## config.mk

```make
export PLATFORM = sky130hd
export DESIGN_NAME = websocket_frame_deframer
export DESIGN_NICKNAME = d
export VERILOG_FILES = /design/src/rtl/core/wsd_pkg.sv /design/src/rtl/core/wsd_parser.sv /design/src/rtl/core/wsd_queue.sv /design/src/rtl/core/wsd_out_stage.sv /design/src/rtl/core/websocket_frame_deframer.sv
export SDC_FILE = /design/constraint.sdc
export NUM_CORES = 1
export LEC_CHECK = 0
export BUFFER_PORTS_ARGS = -buffer_cell sky130_fd_sc_hd__buf_2
export CORE_MARGIN = 1
export CORE_UTILIZATION = 63
export CTS_CLUSTER_DIAMETER = 200
export DETAILED_ROUTE_END_ITERATION = 6
export GPL_TIMING_DRIVEN = 0
export PLACE_DENSITY = 0.8
export SYNTH_ARGS = -nofsm -noshare
export SYNTH_HDL_FRONTEND = slang
export SYNTH_SLANG_ARGS = --single-unit
```

## constraint.sdc

```tcl
create_clock -name clk -period 5.6 [get_ports clk]
set_input_delay 1.12 -clock clk [delete_from_list [all_inputs] [get_ports clk]]
set_output_delay 1.12 -clock clk [all_outputs]
set_load 0.005 [all_outputs]
```

## src/rtl/core/wsd_pkg.sv

```systemverilog
// Package for the frame deframer: word types, parser phases and queue constants.
package wsd_pkg;

    typedef struct packed {
        logic [7:0] data_byte;
        logic       buffer_end;
    } in_word_t;

    typedef struct packed {
        logic [7:0] payload_byte;
        logic       byte_valid;
        logic       frame_end;
        logic       truncated;
    } out_word_t;

    typedef enum logic [2:0] {
        PH_FIRST   = 3'd0,
        PH_LEN     = 3'd1,
        PH_EXT     = 3'd2,
        PH_KEY     = 3'd3,
        PH_PAYLOAD = 3'd4,
        PH_DONE    = 3'd5
    } phase_t;

    localparam int QDepth = 4;
    localparam int QPtrW  = $clog2(QDepth);
    localparam int QCntW  = $clog2(QDepth + 1);

    localparam logic [6:0] LenCode16 = 7'd126;
    localparam logic [6:0] LenCode64 = 7'd127;
    localparam logic [3:0] ExtBytes16 = 4'd2;
    localparam logic [3:0] ExtBytes64 = 4'd8;
    localparam logic [3:0] KeyBytes   = 4'd4;

endpackage

```

## src/rtl/core/wsd_parser.sv

```systemverilog
// Front end: header parser, length counter and payload unmasking.
module wsd_parser (
    input  logic              clk,
    input  logic              rst_n,
    input  logic              data_valid,
    output logic              data_ready,
    input  wsd_pkg::in_word_t data,
    input  logic              q_full,
    output logic              push,
    output wsd_pkg::out_word_t push_word
);
    import wsd_pkg::*;

    phase_t      phase_reg, phase_next;
    logic [3:0]  hcount_reg, hcount_next;
    logic [63:0] remaining_reg, remaining_next;
    logic        mask_reg, mask_next;
    logic [31:0] key_reg, key_next;
    logic [1:0]  kidx_reg, kidx_next;
    logic        ext_long_reg, ext_long_next;

    logic        accept;
    logic        emit;
    logic [7:0]  kbyte;
    logic [3:0]  hcount_inc;
    logic [3:0]  ext_bytes;
    logic        hdr_zero;

    assign data_ready = !q_full;
    assign accept     = data_valid && data_ready;
    assign hcount_inc = hcount_reg + 4'd1;
    assign ext_bytes  = ext_long_reg ? ExtBytes64 : ExtBytes16;

    always_comb
    begin
        phase_next     = phase_reg;
        hcount_next    = hcount_reg;
        remaining_next = remaining_reg;
        mask_next      = mask_reg;
        key_next       = key_reg;
        kidx_next      = kidx_reg;
        ext_long_next  = ext_long_reg;
        emit           = 1'b0;
        push_word      = '0;
        kbyte          = '0;
        hdr_zero       = 1'b0;

        unique case (phase_reg)
            PH_FIRST:
            begin
                phase_next = PH_LEN;
            end
            PH_LEN:
            begin
                mask_next      = data.data_byte[7];
                hcount_next    = '0;
                remaining_next = '0;
                if (data.data_byte[6:0] == LenCode16)
                begin
                    ext_long_next = 1'b0;
                    phase_next    = PH_EXT;
                end
                else if (data.data_byte[6:0] == LenCode64)
                begin
                    ext_long_next = 1'b1;
                    phase_next    = PH_EXT;
                end
                else
                begin
                    remaining_next = {57'd0, data.data_byte[6:0]};
                    if (data.data_byte[7])
                        phase_next = PH_KEY;
                    else if (data.data_byte[6:0] == 7'd0)
                        hdr_zero = 1'b1;
                    else
                        phase_next = PH_PAYLOAD;
                end
            end
            PH_EXT:
            begin
                remaining_next = {remaining_reg[55:0], data.data_byte};
                hcount_next    = hcount_inc;
                if (hcount_inc >= ext_bytes)
                begin
                    hcount_next = '0;
                    if (mask_reg)
                        phase_next = PH_KEY;
                    else if (remaining_next == 64'd0)
                        hdr_zero = 1'b1;
                    else
                        phase_next = PH_PAYLOAD;
                end
            end
            PH_KEY:
            begin
                key_next    = {key_reg[23:0], data.data_byte};
                hcount_next = hcount_inc;
                if (hcount_inc >= KeyBytes)
                begin
                    hcount_next = '0;
                    if (remaining_reg == 64'd0)
                        hdr_zero = 1'b1;
                    else
                        phase_next = PH_PAYLOAD;
                end
            end
            PH_PAYLOAD:
            begin
                if (mask_reg)
                begin
                    case (kidx_reg)
                        2'd0:    kbyte = key_reg[31:24];
                        2'd1:    kbyte = key_reg[23:16];
                        2'd2:    kbyte = key_reg[15:8];
                        default: kbyte = key_reg[7:0];
                    endcase
                end
                push_word.payload_byte = data.data_byte ^ kbyte;
                push_word.byte_valid   = 1'b1;
                emit                   = 1'b1;
                kidx_next              = kidx_reg + 2'd1;
                remaining_next         = remaining_reg - 64'd1;
                if (remaining_reg == 64'd1)
                begin
                    push_word.frame_end = 1'b1;
                    phase_next          = PH_DONE;
                end
            end
            default:
            begin
                phase_next = phase_reg;
            end
        endcase

        if (hdr_zero)
        begin
            phase_next          = PH_DONE;
            emit                = 1'b1;
            push_word.frame_end = 1'b1;
        end

        if (data.buffer_end)
        begin
            if (phase_next != PH_DONE)
            begin
                emit                = 1'b1;
                push_word.truncated = 1'b1;
            end
            phase_next     = PH_FIRST;
            hcount_next    = '0;
            remaining_next = '0;
            mask_next      = 1'b0;
            key_next       = '0;
            kidx_next      = '0;
            ext_long_next  = 1'b0;
        end
    end

    assign push = accept && emit;

    always_ff @(posedge clk or negedge rst_n)
    begin
        if (!rst_n)
        begin
            phase_reg     <= PH_FIRST;
            hcount_reg    <= '0;
            remaining_reg <= '0;
            mask_reg      <= 1'b0;
            key_reg       <= '0;
            kidx_reg      <= '0;
            ext_long_reg  <= 1'b0;
        end
        else if (accept)
        begin
            phase_reg     <= phase_next;
            hcount_reg    <= hcount_next;
            remaining_reg <= remaining_next;
            mask_reg      <= mask_next;
            key_reg       <= key_next;
            kidx_reg      <= kidx_next;
            ext_long_reg  <= ext_long_next;
        end
    end

    a_restart: assert property (@(posedge clk) disable iff (!rst_n)
        (accept && data.buffer_end) |=> (phase_reg == PH_FIRST && remaining_reg == 64'd0))
        else $error("parser did not restart after buffer end");

    a_trunc_on_end: assert property (@(posedge clk) disable iff (!rst_n)
        (push && push_word.truncated) |-> data.buffer_end)
        else $error("truncated word without buffer end");

    a_payload_live: assert property (@(posedge clk) disable iff (!rst_n)
        (phase_reg == PH_PAYLOAD) |-> (remaining_reg != 64'd0))
        else $error("payload phase with zero remaining length");

endmodule

```

## src/rtl/core/wsd_queue.sv

```systemverilog
// Short result queue between the parser and the output stage.
module wsd_queue (
    input  logic               clk,
    input  logic               rst_n,
    input  logic               push,
    input  wsd_pkg::out_word_t push_word,
    output logic               full,
    output logic               not_empty,
    input  logic               pop,
    output wsd_pkg::out_word_t head_word
);
    import wsd_pkg::*;

    out_word_t              mem [QDepth];
    logic [QPtrW-1:0]       wr_ptr_reg, rd_ptr_reg;
    logic [QCntW-1:0]       count_reg, count_next;

    assign full      = (count_reg == QCntW'(QDepth));
    assign not_empty = (count_reg != '0);
    assign head_word = mem[rd_ptr_reg];

    always_comb
    begin
        count_next = count_reg;
        if (push && !pop)
            count_next = count_reg + 1'b1;
        else if (pop && !push)
            count_next = count_reg - 1'b1;
    end

    always_ff @(posedge clk)
    begin
        if (push)
            mem[wr_ptr_reg] <= push_word;
    end

    always_ff @(posedge clk or negedge rst_n)
    begin
        if (!rst_n)
        begin
            wr_ptr_reg <= '0;
            rd_ptr_reg <= '0;
            count_reg  <= '0;
        end
        else
        begin
            if (push)
                wr_ptr_reg <= wr_ptr_reg + 1'b1;
            if (pop)
                rd_ptr_reg <= rd_ptr_reg + 1'b1;
            count_reg <= count_next;
        end
    end

    a_no_overflow: assert property (@(posedge clk) disable iff (!rst_n)
        full |-> !push)
        else $error("push into full queue");

    a_no_underflow: assert property (@(posedge clk) disable iff (!rst_n)
        !not_empty |-> !pop)
        else $error("pop from empty queue");

endmodule

```

## src/rtl/core/wsd_out_stage.sv

```systemverilog
// Back end: registered output stage driving the result channel.
module wsd_out_stage (
    input  logic               clk,
    input  logic               rst_n,
    input  logic               q_not_empty,
    input  wsd_pkg::out_word_t head_word,
    output logic               pop,
    output logic               result_valid,
    input  logic               result_ready,
    output wsd_pkg::out_word_t result
);
    import wsd_pkg::*;

    logic      valid_reg;
    out_word_t word_reg;

    assign pop          = q_not_empty && (!valid_reg || result_ready);
    assign result_valid = valid_reg;
    assign result       = word_reg;

    always_ff @(posedge clk or negedge rst_n)
    begin
        if (!rst_n)
            valid_reg <= 1'b0;
        else if (!valid_reg || result_ready)
            valid_reg <= q_not_empty;
    end

    always_ff @(posedge clk)
    begin
        if (pop)
            word_reg <= head_word;
    end

endmodule

```

## src/rtl/core/websocket_frame_deframer.sv

```systemverilog
// Top level of the frame deframer: parser, result queue and output stage.
// Input channel (data_valid/data_ready/data): one buffer byte per word, with
// buffer_end set on the last byte of a received buffer. The first header byte
// is skipped, the length, extended length and mask key are parsed, and each
// payload byte leaves unmasked on the result channel
// (result_valid/result_ready/result). frame_end marks the last payload byte
// or an empty frame; truncated marks a buffer that ended before its frame.
// Otherwise header bytes and bytes after the frame give no result word.
// Throughput: one byte per cycle while the queue has room; the parser updates
// its state on every accepted byte, including the 64-bit length decrement.
// Each result word is written into the queue when its byte is accepted and
// is then loaded into the output register once that register is free.
// A stalled receiver fills the 4-word queue; data_ready then drops until a
// word is taken. Header bytes are still taken only while the queue has room.
// Reset clears the parser to the first header byte and empties the queue and
// the output register. After every buffer end the parser starts over.
module websocket_frame_deframer (
    input  logic               clk,
    input  logic               rst_n,
    input  logic               data_valid,
    output logic               data_ready,
    input  wsd_pkg::in_word_t  data,
    output logic               result_valid,
    input  logic               result_ready,
    output wsd_pkg::out_word_t result
);
    import wsd_pkg::*;

    logic      push;
    out_word_t push_word;
    logic      q_full;
    logic      q_not_empty;
    logic      pop;
    out_word_t head_word;

    wsd_parser u_parser (
        .clk        (clk),
        .rst_n      (rst_n),
        .data_valid (data_valid),
        .data_ready (data_ready),
        .data       (data),
        .q_full     (q_full),
        .push       (push),
        .push_word  (push_word)
    );

    wsd_queue u_queue (
        .clk        (clk),
        .rst_n      (rst_n),
        .push       (push),
        .push_word  (push_word),
        .full       (q_full),
        .not_empty  (q_not_empty),
        .pop        (pop),
        .head_word  (head_word)
    );

    wsd_out_stage u_out (
        .clk          (clk),
        .rst_n        (rst_n),
        .q_not_empty  (q_not_empty),
        .head_word    (head_word),
        .pop          (pop),
        .result_valid (result_valid),
        .result_ready (result_ready),
        .result       (result)
    );

endmodule
```

==> impl_results.md <==
- Fin. max-slew vios: 0
- First-pass GRT wire length: 40530 µm
- Critical path's largest stage delay: 0.87 ns
- Ant diodes: 0
- TNS Setup: 0 ns
- Min-delay src: u_parser.key_reg[26]
- Clock buffer count from CTS: 17
- Starting DRC count in detailed routing: 936
- Synth Warn #: 0
- Post-cts gate resize count: 0
- Slew headroom: 0.3287
- Leakage: 3.918 nW
- RSZ-0062 raised after global routing: false
- Antenna violations before repair: 0
- P per Cell Area: 664.5 nW/µm²
- Count leader, synth: dfrtp_1
- Crit-path slowest cell: nor4_1
- Total power: 0.006532 W
- Nets: 961
- Crit. End Element: register
- DRC errors left: 0
- Status: completed
- H-tree Lvls: 4
- Comb pwr share: 0.545
- # IOs: 26
- Maximum vdd drop: 338.6 µV
- Layout area overhead: 10.17%
- Clk buf depth: 2
- Async SR Flop Fraction: 0.6765
- CTS Root Cell: clkbuf_16
- Transition time of the tightest slew-check pin: 0.9977 ns
- Internal power: 0.003332 W
- CP startpoint: u_parser.remaining_reg[12]
- Post-synth EDFFs: 55
- Flops & latches, synth: 170
- WP data arrival: 5.07 ns
- WL/cell: 22.65 µm
- Placed Area: 9291 µm²
- Post-synth top cells: dfrtp_1 (115), o21ai_0 (100), nand2_1 (82)
- Total setup buffers inserted after CTS: 0
- Hold-fix buffers, CTS: 0
- Main flop type after synthesis: dfrtp_1
- Detailed Place HPWL: 17420 µm
- Starting Density: 0.6453
- Final period util: 0.8425
- Die H: 121.0 µm
- Fmax: 212.0 MHz
- CP Data Required Time: 5.95 ns
- Core outline area: 13830 µm²
- Final Hold Violating Endpoints: 0
- Top cell type's share of synthesized area: 0.3225
- Sw Pwr: 0.003201 W
- Site row count: 43
- Clock Skew: 0.01215 ns
- Worst Hold Class: reg -> reg
- Cell count after synthesis: 890
- Antenna Violating Nets Remaining: 0
- Area contributors post-synth: dfrtp_1 (32%), edfxtp_1 (19%), o21ai_0 (5.6%), nand2_1 (3.4%), a22o_1 (3.2%)
- Synthesized area per cell: 10.03 µm²
- Skew-Pair Late Insertion Delay: 0.44 ns
- First-pass detailed-route iteration total: 6
- GPL Wtd Cong: 0.9692
- Layout cells sized above 1: 0.08360
- Largest register FFs: 64
- Vias in the first global route: 7751
- Total global-route track usage: 0.3632
- Worst Path Max Fanout: 7
- Largest net degree at the start of global routing: 87
- Max_cap viols: 0
- Sw Ratio: 0.4900
- Reg-to-reg critical path startpoint: u_parser.remaining_reg[12]
- Die Area: 14640 µm²
- Sequential power share: 0.288
- Clock Pin Slew Worst Setup and Hold Paths: 0.07 ns
- Cell area after synthesis: 8922 µm²
- Clk pwr share: 0.167
- Width of the die: 121.0 µm
- Clock tree from TritonCTS: yes
- CP Cell Sequence: nor4_1, nand3_1, nor4_1, nand2_1, a31oi_1, o221ai_2, a21oi_2, ha_1, inv_1, fa_1, xor2_1, nor2_1, xor2_1
- Congestion Overflow GR: 0
- Clk sink count: 170
- Post-layout minimum cycle time: 4.718 ns
- Routed vias/inst: 7.005
- Total routed wirelength: 25480 µm
- Seq/Total Area, Yosys: 0.5076
- Synth area leader: dfrtp_1
- DR vias: 7881
- Syn nets: 919
- Port bufs: 22
- Design area: 9829 µm²
- Crit path kind: reg -> reg
- Yosys cell types: 64
- CP Launch Type: register
- Setup violations, final: 0
[cells by family (layout without fill, tap and decap cells)]
group / count (synthesis) / in the layout / synth area share
buffers and inverters: 78 / 133 / 0.03281
xor gates and xnor gates: 26 / 26 / 0.02552
AOI/OAI and AO/OA: 292 / 292 / 0.2185
muxes: 14 / 14 / 0.03141
DFF: 170 / 170 / 0.5076
adders and majority gates: 16 / 16 / 0.02328
and+or+nand+nor: 294 / 294 / 0.1608
[power by group through the flow]
stage,clock network (W),registers [W],logic (W)
after floorplan,0,0.00181,0.00252
after global placement,0,0.00187,0.00336
after detailed placement,0,0.00188,0.00345
after CTS,0.00109,0.00187,0.00348
after global routing,0.00114,0.00191,0.00389
final,0.00109,0.00188,0.00356
[worst max-delay path: cells and delay by family (launching register included)]
| kind | cells | cell delay (ns) |
|---|---|---|
| adders and majority gates | 2 | 0.62 |
| xor gates and xnor gates | 2 | 0.35 |
| DFF | 1 | 0.46 |
| buffers and inverters | 1 | 0.06 |
| AOI/OAI and AO/OA | 3 | 0.91 |
| and+or+nand+nor | 5 | 2.23 |
[metal layers]
metal,part of all wire,GRT usage,routed length (µm)
met1,0.39,0.4448,9945
met2,0.50,0.6229,12790
met3,0.070,0.06673,1790
met4,0.037,0.1667,951
met5,0,0,0
[cells in the final DEF, fill, tap and decap left out, types with 15 or more instances in the layout]
cell	Yosys	routed
a22o_1	33	33
a21oi_1	45	44
o21ai_0	100	100
a22oi_1	29	29
nand2_1	82	82
nor3_1	45	45
clkbuf_1	51	54
clkbuf_16	0	17
nand3_1	19	19
dfrtp_1	115	115
ha_1	15	15
buf_2	0	21
edfxtp_1	55	55
nor2_1	62	62
inv_1	24	24
nor4_1	23	23
[per-stage QoR]
stage	utilization	setup WS (ns)	instances	hold slack, ns
2_1_floorplan	-	1.504	890	0.4636
3_3_place_gp	0.6695	0.8984	1092	0.4786
3_5_place_dp	0.6720	0.8624	1093	0.4958
4_1_cts	0.7106	1.023	1125	0.5154
5_1_grt	0.7109	0.5966	1125	0.5397
6_report	0.7109	0.8821	1125	0.5226
[area by class of cell]
cell class / count / area [µm²]
Clock inverter: 11 / 90.09
Clock buffer: 21 / 444.2
Sequential cell: 170 / 4529
Multi-Input combinational cell: 642 / 4104
Fill cell: 1020 / 3998
Inverter: 25 / 93.84
Timing Repair Buffer: 23 / 143.9
Tap cell: 180 / 225.2
Buffer: 53 / 198.9
[worst paths after layout]
path,endpoint,slack (ns),cells after the start
max,u_queue.count_reg[2],0.88,13
min,u_parser.key_reg[26],0.52,1
max reg2reg,u_queue.count_reg[2],0.88,13
min reg2reg,u_parser.key_reg[26],0.52,1
max in group asynchronous,u_parser.remaining_reg[59],4.31,2
min in group asynchronous,u_parser.key_reg[20],0.55,1
Power figures use the tool's default switching activity.
